$ cat src/hw/rtl/ucfp_pkg.sv
`timescale 1ns / 1ps
// ----------------------------------------------------------------------------
// ucfp_pkg
// Shared types, command codes and sizes of the UART command frame parser.
// ----------------------------------------------------------------------------
package ucfp_pkg;

    // packet store size and derived widths
    localparam int PACKET_BYTES = 13;
    localparam int STORE_AW     = $clog2(PACKET_BYTES);
    localparam int WPOS_W       = $clog2(PACKET_BYTES + 1);
    localparam int EXP_W        = 8;
    localparam int PAYLOAD_LEN_W = 4;
    localparam int TICK_W       = 16;
    localparam int CFG_DATA_W   = 16;

    // result queue sizing
    localparam int RES_FIFO_DEPTH = 4;
    localparam int RES_PTR_W      = $clog2(RES_FIFO_DEPTH);
    localparam int RES_CNT_W      = $clog2(RES_FIFO_DEPTH + 1);

    // framing bytes and command codes
    localparam logic [7:0] CODE_START    = 8'hAA;
    localparam logic [7:0] CODE_STOP     = 8'h55;
    localparam logic [7:0] CMD_NONE      = 8'h00;
    localparam logic [7:0] CMD_ACK       = 8'hA0;
    localparam logic [7:0] CMD_LEARN     = 8'hA1;
    localparam logic [7:0] CMD_SNIFF     = 8'hA4;
    localparam logic [7:0] CMD_TX_FIXED  = 8'hA5;
    localparam logic [7:0] CMD_SNIFF_ON  = 8'hA6;
    localparam logic [7:0] CMD_SNIFF_OFF = 8'hA7;
    localparam logic [7:0] CMD_TX_VAR    = 8'hA8;
    localparam logic [7:0] CMD_BEEP      = 8'hC0;
    localparam logic [7:0] CMD_FW_QUERY  = 8'hFF;

    localparam logic [EXP_W-1:0] FIXED_LEN = EXP_W'(9);
    localparam logic [EXP_W-1:0] BEEP_LEN  = EXP_W'(2);

    // timeout reset value
    localparam logic [TICK_W-1:0] TIMEOUT_RESET = TICK_W'(30000);

    // configuration register indexes
    localparam logic CFG_FW_VERSION = 1'b0;
    localparam logic CFG_TIMEOUT    = 1'b1;

    // result event codes
    typedef enum logic [1:0] {
        EV_SEND_BYTE = 2'd0,
        EV_TIMING_TX = 2'd1,
        EV_PROTO_TX  = 2'd2,
        EV_BEEP      = 2'd3
    } event_t;

    typedef struct packed {
        event_t                     event_res;
        logic [7:0]                 tx_byte;
        logic [15:0]                beep_ms;
        logic [PAYLOAD_LEN_W-1:0]   payload_length;
        logic                       last;
    } result_t;

    // results produced by one accepted item
    typedef struct packed {
        logic [1:0] res_cnt;
        result_t    res0;
        result_t    res1;
    } parse_out_t;

endpackage

$ cat src/hw/rtl/ucfp_parser.sv
`timescale 1ns / 1ps
// ----------------------------------------------------------------------------
// ucfp_parser
// Frame state machine, packet store and result generation; one accepted item per clock.
// ----------------------------------------------------------------------------
module ucfp_parser import ucfp_pkg::*; (
    input  logic                  aclk,
    input  logic                  aresetn,
    input  logic                  item_accept,
    input  logic                  kind,
    input  logic [7:0]            data_byte,
    input  logic [7:0]            fw_version,
    input  logic [TICK_W-1:0]     timeout_limit,
    output parse_out_t            parse_out
);

    typedef enum logic [4:0] {
        ST_IDLE   = 5'b00001,
        ST_SYNC   = 5'b00010,
        ST_LEN    = 5'b00100,
        ST_RECV   = 5'b01000,
        ST_FINISH = 5'b10000
    } state_t;

    state_t              state_reg, state_next;
    logic [7:0]          cmd_reg, cmd_next;
    logic [WPOS_W-1:0]   wpos_reg, wpos_next;
    logic [EXP_W-1:0]    exp_reg, exp_next;
    logic [TICK_W-1:0]   tick_reg, tick_next;
    logic [7:0]          store_reg [PACKET_BYTES];

    logic [TICK_W-1:0]   tick_inc;
    logic [WPOS_W-1:0]   wpos_inc;
    logic                store_we;

    // saturating idle tick count and next write position
    assign tick_inc = (tick_reg == '1) ? tick_reg : tick_reg + 1'b1;
    assign wpos_inc = wpos_reg + 1'b1;
    assign store_we = item_accept && !kind && (state_reg == ST_RECV)
                      && (wpos_reg < WPOS_W'(PACKET_BYTES));

    // next state and results
    always_comb begin
        state_next = state_reg;
        cmd_next   = cmd_reg;
        wpos_next  = wpos_reg;
        exp_next   = exp_reg;
        tick_next  = tick_reg;
        parse_out  = '0;
        if (item_accept) begin
            if (kind) begin
                // idle tick: timeout only counts outside idle
                if (state_reg == ST_IDLE) begin
                    tick_next = '0;
                end else begin
                    tick_next = tick_inc;
                    if (tick_inc > timeout_limit) begin
                        tick_next  = '0;
                        state_next = ST_IDLE;
                        cmd_next   = CMD_NONE;
                    end
                end
            end else begin
                tick_next = '0;
                unique case (state_reg)
                    ST_IDLE: begin
                        if (data_byte == CODE_START) begin
                            state_next = ST_SYNC;
                        end
                    end
                    ST_SYNC: begin
                        cmd_next = data_byte;
                        case (data_byte) inside
                            CMD_ACK, CMD_LEARN, CMD_SNIFF, CMD_SNIFF_ON,
                            CMD_SNIFF_OFF: begin
                                // keep waiting for a command byte
                            end
                            CMD_TX_FIXED: begin
                                wpos_next  = '0;
                                exp_next   = FIXED_LEN;
                                state_next = ST_RECV;
                            end
                            CMD_TX_VAR: begin
                                wpos_next  = '0;
                                state_next = ST_LEN;
                            end
                            CMD_BEEP: begin
                                wpos_next  = '0;
                                exp_next   = BEEP_LEN;
                                state_next = ST_RECV;
                            end
                            CMD_FW_QUERY: begin
                                parse_out.res_cnt           = 2'd2;
                                parse_out.res0.event_res    = EV_SEND_BYTE;
                                parse_out.res0.tx_byte      = CMD_ACK;
                                parse_out.res1.event_res    = EV_SEND_BYTE;
                                parse_out.res1.tx_byte      = fw_version;
                                parse_out.res1.last         = 1'b1;
                                state_next = ST_FINISH;
                            end
                            default: begin
                                state_next = ST_IDLE;
                                cmd_next   = CMD_NONE;
                            end
                        endcase
                    end
                    ST_LEN: begin
                        exp_next   = data_byte;
                        state_next = (data_byte != '0) ? ST_RECV : ST_FINISH;
                    end
                    ST_RECV: begin
                        wpos_next = wpos_inc;
                        if (EXP_W'(wpos_inc) == exp_reg) begin
                            state_next = ST_FINISH;
                        end else if (wpos_inc >= WPOS_W'(PACKET_BYTES)) begin
                            exp_next   = EXP_W'(PACKET_BYTES);
                            state_next = ST_FINISH;
                        end
                    end
                    ST_FINISH: begin
                        state_next = ST_IDLE;
                        if (data_byte == CODE_STOP) begin
                            case (cmd_reg)
                                CMD_TX_FIXED: begin
                                    parse_out.res_cnt             = 2'd1;
                                    parse_out.res0.event_res      = EV_TIMING_TX;
                                    parse_out.res0.payload_length =
                                        exp_reg[PAYLOAD_LEN_W-1:0];
                                    parse_out.res0.last           = 1'b1;
                                end
                                CMD_TX_VAR: begin
                                    parse_out.res_cnt             = 2'd1;
                                    parse_out.res0.event_res      = EV_PROTO_TX;
                                    parse_out.res0.payload_length =
                                        exp_reg[PAYLOAD_LEN_W-1:0];
                                    parse_out.res0.last           = 1'b1;
                                end
                                CMD_BEEP: begin
                                    parse_out.res_cnt             = 2'd2;
                                    parse_out.res0.event_res      = EV_BEEP;
                                    parse_out.res0.beep_ms        =
                                        {store_reg[0], store_reg[1]};
                                    parse_out.res0.payload_length =
                                        exp_reg[PAYLOAD_LEN_W-1:0];
                                    parse_out.res1.event_res      = EV_SEND_BYTE;
                                    parse_out.res1.tx_byte        = CMD_ACK;
                                    parse_out.res1.last           = 1'b1;
                                end
                                default: begin
                                    // stop without an action
                                end
                            endcase
                        end
                    end
                    default: begin
                        state_next = ST_IDLE;
                    end
                endcase
            end
        end
    end

    // control state
    always_ff @(posedge aclk) begin
        if (!aresetn) begin
            state_reg <= ST_IDLE;
            cmd_reg   <= CMD_NONE;
            wpos_reg  <= '0;
            exp_reg   <= '0;
            tick_reg  <= '0;
        end else begin
            state_reg <= state_next;
            cmd_reg   <= cmd_next;
            wpos_reg  <= wpos_next;
            exp_reg   <= exp_next;
            tick_reg  <= tick_next;
        end
    end

    // packet store, no reset
    always_ff @(posedge aclk) begin
        if (store_we) begin
            store_reg[wpos_reg[STORE_AW-1:0]] <= data_byte;
        end
    end

endmodule

$ cat src/hw/rtl/ucfp_result_fifo.sv
`timescale 1ns / 1ps
// ----------------------------------------------------------------------------
// ucfp_result_fifo
// Small result queue: takes up to two results per cycle, hands out one while m_ready is high.
// ----------------------------------------------------------------------------
module ucfp_result_fifo import ucfp_pkg::*; (
    input  logic       aclk,
    input  logic       aresetn,
    input  parse_out_t push,
    output logic       has_room,
    output logic       m_valid,
    input  logic       m_ready,
    output result_t    m_result
);

    result_t                entry_reg [RES_FIFO_DEPTH];
    logic [RES_PTR_W-1:0]   wr_ptr_reg, wr_ptr_next;
    logic [RES_PTR_W-1:0]   rd_ptr_reg, rd_ptr_next;
    logic [RES_CNT_W-1:0]   count_reg, count_next;
    logic                   pop;
    logic [RES_PTR_W-1:0]   wr_ptr_inc;

    assign pop        = m_valid && m_ready;
    assign m_valid    = (count_reg != '0);
    assign m_result   = entry_reg[rd_ptr_reg];
    // room for a full pair of results
    assign has_room   = (count_reg <= RES_CNT_W'(RES_FIFO_DEPTH - 2));
    assign wr_ptr_inc = wr_ptr_reg + 1'b1;

    // pointer and count update
    always_comb begin
        wr_ptr_next = wr_ptr_reg + RES_PTR_W'(push.res_cnt);
        rd_ptr_next = pop ? rd_ptr_reg + 1'b1 : rd_ptr_reg;
        count_next  = count_reg + RES_CNT_W'(push.res_cnt) - RES_CNT_W'(pop);
    end

    always_ff @(posedge aclk) begin
        if (!aresetn) begin
            wr_ptr_reg <= '0;
            rd_ptr_reg <= '0;
            count_reg  <= '0;
        end else begin
            wr_ptr_reg <= wr_ptr_next;
            rd_ptr_reg <= rd_ptr_next;
            count_reg  <= count_next;
        end
    end

    // result storage
    always_ff @(posedge aclk) begin
        if (push.res_cnt != 2'd0) begin
            entry_reg[wr_ptr_reg] <= push.res0;
        end
        if (push.res_cnt == 2'd2) begin
            entry_reg[wr_ptr_inc] <= push.res1;
        end
    end

endmodule

$ cat src/hw/rtl/uart_command_frame_parser.sv
`timescale 1ns / 1ps
// ----------------------------------------------------------------------------
// uart_command_frame_parser
// Parses framed UART command packets and emits send-byte, transmit and beep
// results.
// ----------------------------------------------------------------------------
// Each item (a received byte or an idle tick) is handled in the cycle it is
// accepted: the frame state machine updates at that edge and any results go
// into a four-entry result queue that drives the m_ channel from registers.
// The input takes one item per cycle as long as the queue has room for two
// results; results leave one per cycle while m_ready is high, and an item that
// answers with two results (firmware query, beep) queues both. Configuration
// writes take effect at the next edge; there is no start-up sweep.
// ----------------------------------------------------------------------------
module uart_command_frame_parser import ucfp_pkg::*; (
    input  logic                      aclk,
    input  logic                      aresetn,
    // configuration
    input  logic                      cfg_we,
    input  logic                      cfg_index,
    input  logic [CFG_DATA_W-1:0]     cfg_wdata,
    // input items
    input  logic                      s_valid,
    output logic                      s_ready,
    input  logic                      s_kind,
    input  logic [7:0]                s_data_byte,
    // results
    output logic                      m_valid,
    input  logic                      m_ready,
    output logic [1:0]                m_event_res,
    output logic [7:0]                m_tx_byte,
    output logic [15:0]               m_beep_ms,
    output logic [PAYLOAD_LEN_W-1:0]  m_payload_length,
    output logic                      m_last
);

    logic [7:0]         fw_version_reg;
    logic [TICK_W-1:0]  timeout_limit_reg;
    logic               item_accept;
    parse_out_t         parse_out;
    result_t            m_result;

    // configuration registers
    always_ff @(posedge aclk) begin
        if (!aresetn) begin
            fw_version_reg    <= '0;
            timeout_limit_reg <= TIMEOUT_RESET;
        end else if (cfg_we) begin
            unique case (cfg_index)
                CFG_FW_VERSION: fw_version_reg    <= cfg_wdata[7:0];
                CFG_TIMEOUT:    timeout_limit_reg <= cfg_wdata[TICK_W-1:0];
                default: ;
            endcase
        end
    end

    assign item_accept = s_valid && s_ready;

    ucfp_parser u_parser (
        .aclk             (aclk),
        .aresetn          (aresetn),
        .item_accept      (item_accept),
        .kind             (s_kind),
        .data_byte        (s_data_byte),
        .fw_version       (fw_version_reg),
        .timeout_limit    (timeout_limit_reg),
        .parse_out        (parse_out)
    );

    ucfp_result_fifo u_result_fifo (
        .aclk     (aclk),
        .aresetn  (aresetn),
        .push     (parse_out),
        .has_room (s_ready),
        .m_valid  (m_valid),
        .m_ready  (m_ready),
        .m_result (m_result)
    );

    // result fields
    assign m_event_res      = m_result.event_res;
    assign m_tx_byte        = m_result.tx_byte;
    assign m_beep_ms        = m_result.beep_ms;
    assign m_payload_length = m_result.payload_length;
    assign m_last           = m_result.last;

    // an idle tick never yields a result
    a_tick_silent: assert property (@(posedge aclk) disable iff (!aresetn)
        (item_accept && s_kind) |-> (parse_out.res_cnt == 2'd0))
        else $error("idle tick produced a result");

    // a beep is always followed by its ack, so it is never the last result
    a_beep_not_last: assert property (@(posedge aclk) disable iff (!aresetn)
        (m_valid && (m_event_res == EV_BEEP)) |-> !m_last)
        else $error("beep result marked last");

    // transmit lengths never exceed the packet store
    a_tx_len: assert property (@(posedge aclk) disable iff (!aresetn)
        (m_valid && ((m_event_res == EV_TIMING_TX) || (m_event_res == EV_PROTO_TX)))
        |-> (m_payload_length <= PAYLOAD_LEN_W'(PACKET_BYTES)))
        else $error("transmit length beyond packet store");

endmodule
$ cat config.mk
export PLATFORM = sky130hd
export DESIGN_NAME = uart_command_frame_parser
export DESIGN_NICKNAME = d
export VERILOG_FILES = /design/src/hw/rtl/ucfp_pkg.sv /design/src/hw/rtl/ucfp_parser.sv /design/src/hw/rtl/ucfp_result_fifo.sv /design/src/hw/rtl/uart_command_frame_parser.sv
export SDC_FILE = /design/constraint.sdc
export NUM_CORES = 1
export LEC_CHECK = 0
export BUFFER_PORTS_ARGS = -buffer_cell sky130_fd_sc_hd__buf_2
export CAP_MARGIN = 0
export CORE_MARGIN = 1
export CORE_UTILIZATION = 25
export CTS_BUF_LIST = sky130_fd_sc_hd__clkbuf_16
export DETAILED_ROUTE_END_ITERATION = 7
export PLACE_DENSITY = 0.37
export SLEW_MARGIN = 20
export SYNTH_ARGS = -nofsm -noshare
export SYNTH_HDL_FRONTEND = slang
export SYNTH_HIERARCHICAL = 1
export SYNTH_SLANG_ARGS = --single-unit
$ cat constraint.sdc
create_clock -name aclk -period 5.9 [get_ports aclk]
set_clock_uncertainty 0.1 [all_clocks]
set_input_delay 0.59 -clock aclk [delete_from_list [all_inputs] [get_ports aclk]]
set_output_delay 0.59 -clock aclk [all_outputs]
set_load 0.01 [all_outputs]
==> results of run 1 <==
stage by stage:
stage | instance area (µm²) | setup slack [ps]
detailed placement | 12600 | 1310
floorplan | 11900 | 909
global placement | 12600 | 1360
finish | 13400 | 1410
global route | 13400 | 1050
CTS | 13400 | 1340
per-layer routing:
layer  vias up  part of all wire  global-route usage
met5         -                 0                   0
met4         0             0.016              0.0290
met3        34             0.032              0.0182
met2        88              0.47               0.214
met1      3693              0.48               0.172
li1       3636                 -                   -
power breakdown:
part	switching [W]	internal, W	total [W]
clock	0.000640	0.000839	0.00148
sequential	0.0000207	0.00161	0.00163
combinational	0.000234	0.000175	0.000409
synthesized netlist by cell type (all sizes together) (3+ instances only):
cell type  instances  share of area
o21ai             20         0.0094
o21a              13         0.0082
mux2i             28          0.024
nor4b              5         0.0050
or3                5         0.0026
or3b               5         0.0037
a21oi             18         0.0076
a41o               5         0.0042
o31a               3         0.0022
edfxtp           140           0.35
xor2               6         0.0044
clkbuf            24         0.0076
nor3b             11         0.0074
nand2             72          0.023
nor4               7         0.0037
nand3             30          0.013
mux4              31          0.059
and2              13         0.0073
nand3b             5         0.0032
a211oi            10         0.0068
mux2             127           0.13
nand2b             8         0.0049
ha                24          0.025
o2bb2ai            7         0.0052
a31oi              3         0.0016
and3              31          0.016
inv               38          0.012
dfxtp             74           0.13
a21o               4         0.0025
nor2b             15         0.0079
o31ai              4         0.0025
xnor2             13         0.0096
nand4b             3         0.0027
buf               62          0.042
o211ai             7         0.0074
nor2              30         0.0095
nor3               9         0.0046
nand4             15         0.0084
area by class of cell:
type / count / area [µm²]
Multi-Input combinational cell: 644 / 5600
Sequential cell: 214 / 5690
Inverter: 38 / 143
Clock buffer: 26 / 651
Timing Repair Buffer: 80 / 443
Tap cell: 607 / 759
Fill cell: 4823 / 33200
Antenna cell: 1 / 2.50
Clock inverter: 22 / 130
logic make-up after synthesis:
group | after synthesis
compound gates | 107
xor+xnor | 21
fa+ha+maj | 25
buf+inv | 124
flops | 214
mux | 186
other cells | 1
simple gates | 277
worst min-delay path by stage:
stage | from | to | slack (ps) | cells after the start
2_1_floorplan | fw_version_reg[0] | fw_version_reg[0] | 330 | 2
3_3_place_gp | timeout_limit_reg[6] | timeout_limit_reg[6] | 350 | 2
3_5_place_dp | timeout_limit_reg[6] | timeout_limit_reg[6] | 350 | 2
4_1_cts | cfg_wdata[10] | timeout_limit_reg[10] | 170 | 3
5_1_grt | cfg_wdata[12] | timeout_limit_reg[12] | 190 | 3
6_report | cfg_wdata[10] | timeout_limit_reg[10] | 200 | 3
critical path, delay by kind of cell (launching register included):
kind / cells / cell delay, ps
DFF: 1 / 450
buffers and inverters: 1 / 200
muxes: 1 / 310
and+or+nand+nor: 6 / 1720
AOI/OAI and AO/OA: 2 / 830
xor gates and xnor gates: 1 / 150
adders and majority gates: 2 / 620
==> metrics.cfg, run 1 <==
[run_status]
status=complete, but fails checks
violations=DRC

[finish]
largest_reg_flops=124
fin_util=0.288
layout.cells.non_filler=1632
final_cell_mix=edfxtp_1, mux2_2, dfxtp_1
fin_nets=1060
area_growth_pct=13.2
drive_gt1_frac=0.296
layout_commonest_cell=edfxtp_1

[worst_setup_path]
path_max_fanout=14
crit_required_ps=6240
rr_endpoint=u_parser/state_reg[0]
path_cells=ha_1 > nand4_1 > or4_1 > and2_4 > xor2_1 > ha_1 > and4_1 > nand4_1 > a21o_1 > a31oi_1 > nor4bb_1 > buf_4 > mux2_1
endpoint=u_parser/state_reg[0]
ff2ff_path_depth=13
slowest_delay_ps=680
crit_start=u_parser/tick_reg[0]
cp_slowest_cell=or4_1
reg2reg_slack_ps=1410
crit_path_end_kind=register
r2r-start=u_parser/tick_reg[0]
crit_type=register to register
arrival_ps=4830
worstSetupStartpointType=register

[route]
num_vias=7451
dr.pass1.iters=7
wl_per_cell_um=18.6
antenna_left=0
drc=16
vias_per_cell=4.57
finalWirelength_mm=30.3
drt-initial-drc-count=401

[clocking]
cts_resized=0
clkLatencyLatePin_ps=550
holdBufCountCts=0
h-tree-depth=1
clkTransAtPathRegs_ps=60
cts_tree=yes
cts_setup_buffers=0
numClockSinks=214
cts_buffer_depth=3
cts_buffers=26
clockRootBuffer=clkbuf_16

[power]
finalPower_w=0.00352
power_density_nw_per_um2=262
peakVddDrop_mv=0.195
power.leakage_nw=4.68

[synthesis]
ys.flop_type=edfxtp_1
synth_compound_gate_area_share=0.0668
ys_seq_area_frac=0.480
ys_warn_count=6
synth_fa_ha_area_frac=0.0270
synth-simple-area-share=0.133
synth_edf_count=140
async_reset_ff_frac=0
syn_inst=955
synth_top_family_by_area=multiplexers
avgSynthCellArea_um2=12.4
synthXorXnorAreaFrac=0.0179
synth.distinct_cells=78
synth_area_um2=11800
ys_seq_elements=214
synthMuxAreaShare=0.213

[global_route]
antenna_found_initial=0
grt_start_max_net_pins=43
grt_pass1_vias=7771
track_usage=0.127
grt_pass1_wl_mm=47.1
grt.overflow.total=0

[sta]
setup_tns_ps=0
period_share=0.761
clock.fmax_mhz=223
hold_viol=0
maxSlewHeadroom=0.286
fin_crit_ps=4490
tightest_slew_ps=1070
hold_ws_ps=200
maxSlewViolCount=0
grt_setup_unrepaired=no
setup_viol=0

[floorplan]
dieArea_um2=48300
core_um2=46700
die_w_um=220
start_util=0.254
top_level_ports=64
fp-row-count=79
die_h_um=220

[place]
io_buffer_count=63
dp_hpwl_mm=20.1
gp_congestion=0.703
post-place-cells=1583

[run]
drv_cap=0

[hold_path]
hp-class=primary input to register

Power figures use the tool's default switching activity.
==> run 2, diff against run 1 <==
Settings changed: ABC_AREA set to 1.
Clock period 5.9 ns to 4.68 ns, I/O delays scaled along.
==> run 2 against run 1 <==
The flow now finishes without violations. Die area grew 2.6%. Sequential share of layout area fell by 1.0 points. Utilization barely moved. Non-clock buffer count is 5 higher. Synthesized cell count grew 48%. Largest cell class unchanged.
==> metrics.cfg, run 2 <==
[power]
power_density_nw_per_um2=363
power.leakage_nw=5.03
peakVddDrop_mv=0.238
finalPower_w=0.00499

[worst_setup_path]
cp.depth=21
path_max_fanout=13
arrival_ps=4120
worstSetupStartpointType=register
ff2ff_path_depth=21
crit_type=register to register
cp_slowest_cell=dfxtp_1
crit_path_end_kind=register
critical_path.top_delay_family=simple AND/OR/NAND/NOR gates
endpoint=u_parser/cmd_reg[0]
r2r-start=u_parser/tick_reg[0]
path_common_cell=nand2_1
crit_start=u_parser/tick_reg[0]
crit_buf_inv=2
rr_endpoint=u_parser/cmd_reg[0]
reg2reg_slack_ps=920
slowest_delay_ps=390
path_cells=ha_1 > nand3_1 > nor2_2 > nand3_2 > nor2_1 > inv_1 > o21ai_0 > ha_1 > nand2_1 > inv_1 > nand2_1 > nand2_1 > nand2_1 > nand2_1 > nand2_1 > nand2_1 > nand2_1 > nand2_1 > nand2_1 > nand2_1 > a21oi_1
crit_required_ps=5040

[clocking]
cts_setup_buffers=0
cts_resized=0
h-tree-depth=1
cts_buffer_depth=3
numClockSinks=214
holdBufCountCts=0
cts_tree=yes
clkTransAtPathRegs_ps=60
clkLatencyLatePin_ps=550
clockRootBuffer=clkbuf_16
cts_buffers=28

[global_route]
grt_start_max_net_pins=63
grt_pass1_vias=9376
track_usage=0.142
grt.overflow.total=0
antenna_found_initial=0
grt_pass1_wl_mm=55.1

[synthesis]
synthMuxAreaShare=0
ys_seq_elements=214
synth_area_leaders=edfxtp_1, dfxtp_1, nand2_1
syn_inst=1416
synth_common_cells=nand2_1, nor2_1, edfxtp_1, inv_1, o21ai_2
yosysMostFrequentCell=nand2_1
ys_warn_count=6
synth_area_um2=12200
ys.flop_type=edfxtp_1
synth_top_family_by_area=simple AND/OR/NAND/NOR gates
async_reset_ff_frac=0
synth_compound_gate_area_share=0.169
synth.top_cell.area_share=0.346
ys_seq_area_frac=0.468
synth.distinct_cells=54
synthXorXnorAreaFrac=0.0101
avgSynthCellArea_um2=8.58
synth-simple-area-share=0.228
synth_fa_ha_area_frac=0.0274
synth_area_leader_cell=edfxtp_1
synth_edf_count=140

[floorplan]
core_um2=47800
start_util=0.254
die_h_um=222
fp-row-count=80
die_w_um=222
top_level_ports=64
dieArea_um2=49500

[place]
io_buffer_count=63
dp_hpwl_mm=22.8
postPlaceCellArea_um2=12900
gp_congestion=0.772
post-place-ws_ps=854

[sta]
setup_viol=0
grt_setup_unrepaired=no
period_share=0.803
tightest_slew_ps=1030
maxSlewViolCount=0
hold_viol=0
setup_ws_ps=921
fin_crit_ps=3760
clock.fmax_mhz=266
hold_ws_ps=38.3
maxSlewHeadroom=0.316

[hold_path]
hold_start=cfg_wdata[10]
hp-class=primary input to register

[route]
finalWirelength_mm=34.9
wl_per_cell_um=16.6
dr.pass1.iters=5
antenna_left=0
drc=0
drt-initial-drc-count=510
num_vias=9417
vias_per_cell=4.48

[finish]
final_cell_mix=nand2_1, nor2_1, edfxtp_1
area_growth_pct=13.2
fin_area_um2=13700
fin_nets=1523
drive_gt1_frac=0.195
largest_reg_flops=124
fin_util=0.287
diodes=0
layout_commonest_cell=nand2_1

[run_status]
status=completed

[run]
drv_cap=0

## run 2: changes by cell type after synthesis, sizes merged, moves of 31 or more
cell and change:
nand2 +235, mux2 -127, o21ai +196, nor2 +174, inv +89, a21oi +35
mux4 -31
## run 2: tightest hold or removal path, stage by stage
cell and delay (ps):
buf_2 80, nand2_1 50, nand3_1 60
## run 2: cell families (layout without fill, tap and decap cells)
logic type | after synthesis | in the layout
simple gates | 625 | 625
compound gates | 315 | 315
buf+inv | 221 | 266
flops | 214 | 214
fa+ha+maj | 26 | 26
xor+xnor | 14 | 14
other cells | 1 | 28
## run 2: worst min path at each step
| stage | to | slack [ps] | depth (start not counted) |
|---|---|---|---|
| after floorplan | timeout_limit_reg[10] | 340 | 2 |
| after global placement | timeout_limit_reg[5] | 360 | 2 |
| after detailed placement | timeout_limit_reg[4] | 360 | 2 |
| after CTS | timeout_limit_reg[14] | 10 | 3 |
| after global routing | timeout_limit_reg[13] | 30 | 3 |
| final | timeout_limit_reg[10] | 40 | 3 |
## run 2: layer usage
layer / routed length, µm / track usage / up-vias / share of wire
met5: 0 / 0 / - / 0
met4: 440 / 0.0276 / 0 / 0.013
met3: 1520 / 0.0225 / 34 / 0.044
met2: 16000 / 0.231 / 125 / 0.46
met1: 16900 / 0.198 / 4439 / 0.49
li1: - / - / 4819 / -
## run 2: cell type report
cell class                 count  area, µm²
clock buffer                  29        726
timing repair buffer          85        518
multi-input combinational   1008       5440
inverter                     129        492
tap                          615        769
clock inverter                23        120
sequential                   214       5690
fill                        5139      34100
## run 2: power breakdown
| group | total (W) | leakage, nW | switching (W) | internal [W] |
|---|---|---|---|---|
| clock | 0.00199 | 0.464 | 0.000828 | 0.00116 |
| combinational | 0.000940 | 2.79 | 0.000658 | 0.000282 |
| sequential | 0.00206 | 1.78 | 0.0000253 | 0.00203 |
| total | 0.00499 | 5.03 | 0.00151 | 0.00348 |
## run 2: metrics by stage
step | cells | TNS (ps)
finish | 2103 | 0
global route | 2103 | 0
CTS | 2103 | 0
detailed placement | 2051 | 0
global placement | 2051 | 0
floorplan | 1443 | -42040
==> run 3, diff against run 2 <==
Settings changed: PLACE_DENSITY 0.37 to 0.39.
Clock period 4.68 ns to 3.4 ns, I/O delays scaled along.
==> run 3 against run 2 <==
Clock-buffer cell count is 2 lower. Sequential power is 38% higher. Critical path depth is 6 lower. Wire length is 4.6% lower. Critical endpoint is now u_result_fifo/count_reg[2]. Die area stayed put. Via count is 1.5% higher. Setup slack worse by 650 ps. Final area is 2.7% higher. Combinational power is 37% higher. Sequential share of layout area is 1.1 points lower. Utilization is 0.77 points higher.
==> metrics.cfg, run 3 (synthesis results as in run 2) <==
[floorplan]
die_w_um=222
core_um2=47800
top_level_ports=64
dieArea_um2=49500
fp-row-count=80
die_h_um=222
start_util=0.254

[place]
dp_hpwl_mm=22.4
gp_congestion=0.752
postPlaceCellArea_um2=13100
io_buffer_count=63

[hold_path]
hp-class=primary input to register
holdPathEnd=timeout_limit_reg[15]
min_path_cells=3
hold_start=cfg_wdata[15]

[route]
wl_met2_mm=15.9
top_layer_used=met5
vias_per_cell=4.48
drc=0
routed-wl-met3_mm=1.16
finalWirelength_mm=33.3
num_vias=9557
dr.pass1.iters=5
wl_met1_mm=15.6
drt-initial-drc-count=409
wl_per_cell_um=15.6
antenna_left=0

[sta]
tightest_slew_ps=910
hold_viol=0
grt_setup_unrepaired=no
maxSlewViolCount=0
clock.fmax_mhz=319
maxSlewHeadroom=0.393
setup_tns_ps=0
fin_crit_ps=3130
setup_viol=0
period_share=0.921

[finish]
fin_util=0.295
area_growth_pct=16.2
final_cell_mix=nand2_1, nor2_1, edfxtp_1
fin_area_um2=14100
fillers=5112
diodes=0
fin_nets=1557
largest_reg_flops=124
drive_gt1_frac=0.210
layout_commonest_cell=nand2_1

[worst_setup_path]
reg2reg_slack_ps=300
crit_required_ps=3730
path_max_fanout=6
ff2ff_path_depth=14
path_cells=dlygate4sd3_1 > buf_2 > or2_2 > nor3_1 > nand2_1 > nor2_1 > o21bai_1 > inv_1 > inv_2 > ha_1 > inv_1 > fa_1 > or2_2 > a21oi_1 > nor2_1
worstSetupStartpointType=primary input
r2r-start=u_parser/state_reg[2]
crit_type=primary input to register
crit_path_end_kind=register
rr_endpoint=u_result_fifo/count_reg[2]
arrival_ps=3460
crit_buf_inv=5
critical_path.top_delay_family=simple AND/OR/NAND/NOR gates
slowest_delay_ps=530
cp_slowest_cell=dlygate4sd3_1

[power]
power.leakage_nw=5.18
p_sw_w=0.00205
finalPower_w=0.00678
power_frac_seq=0.420
p_clk_frac=0.390
pwr-share-comb=0.190
power_density_nw_per_um2=480
switching_share=0.303
peakVddDrop_mv=0.358
power.internal_w=0.00473

[run]
drv_cap=0

[global_route]
grt_pass1_vias=9427
track_usage=0.135
grt_start_max_net_pins=63
grt_pass1_wl_mm=53.1
antenna_found_initial=3
grt.overflow.total=0

[clocking]
clkTransAtPathRegs_ps=50
clockRootBuffer=clkbuf_16
cts_setup_buffers=0
h-tree-depth=1
cts_buffers=27
cts_buffer_depth=3
cts_tree=yes
numClockSinks=214
clkLatencyLatePin_ps=560

[run_status]
status=completed

run 3: what timing repair did:
item / CTS / global route
hold buffers: 20 / 0
endpoints found under the setup margin: 0 / 27
gates resized for setup: 0 / 9
hold endpoints to repair: 24 / 0
run 3: layout make-up:
cell class / instances / area [µm²] / share of cell area
Sequential cell: 214 / 5690 / 0.403
Multi-Input combinational cell: 1008 / 5460 / 0.387
Timing Repair Buffer: 120 / 897 / 0.0635
Tap cell: 615 / 769 / 0.0545
Clock buffer: 27 / 676 / 0.0479
Inverter: 129 / 492 / 0.0348
Clock inverter: 22 / 134 / 0.00948
run 3: how the worst max path moves through the flow:
stage | start | to | slack, ps | cells past startpoint
after floorplan | u_result_fifo/count_reg[2] | u_result_fifo/entry_reg[0][0] | 40 | 10
after global placement | u_parser/tick_reg[0] | u_parser/tick_reg[15] | 230 | 20
after detailed placement | u_parser/tick_reg[0] | u_parser/cmd_reg[6] | 100 | 21
final | s_data_byte[5] | u_result_fifo/count_reg[2] | 270 | 15
after CTS | u_parser/tick_reg[0] | u_parser/cmd_reg[3] | 50 | 21
after global routing | u_parser/tick_reg[0] | u_parser/tick_reg[10] | 3 | 22
run 3: routing by layer:
layer,global-route usage,vias to the layer above
met5,0,-
met4,0.0340,6
met3,0.0208,51
met2,0.232,113
met1,0.177,4497
li1,-,4890
run 3: metrics by stage:
stage | hold WS (ps) | instances | setup slack, ps
after floorplan | 333 | 1443 | 39.0
after global placement | 354 | 2066 | 228
after detailed placement | 360 | 2066 | 96.7
after CTS | 0.938 | 2135 | 50.1
after global routing | 17.9 | 2135 | 3.18
final | 21.3 | 2135 | 268
run 3: tightest hold or removal path: stages:
cell	delay [ps]
buf_2	70
o21ai_0	110
nor2_1	100
run 3: power by group through the flow:
stage | combinational, W | sequential [W] | clock, W
after global placement | 0.00130 | 0.00290 | 0
after CTS | 0.00132 | 0.00285 | 0.00276
after floorplan | 0.000813 | 0.00288 | 0
after global routing | 0.00145 | 0.00286 | 0.00285
final | 0.00129 | 0.00285 | 0.00264
after detailed placement | 0.00130 | 0.00290 | 0
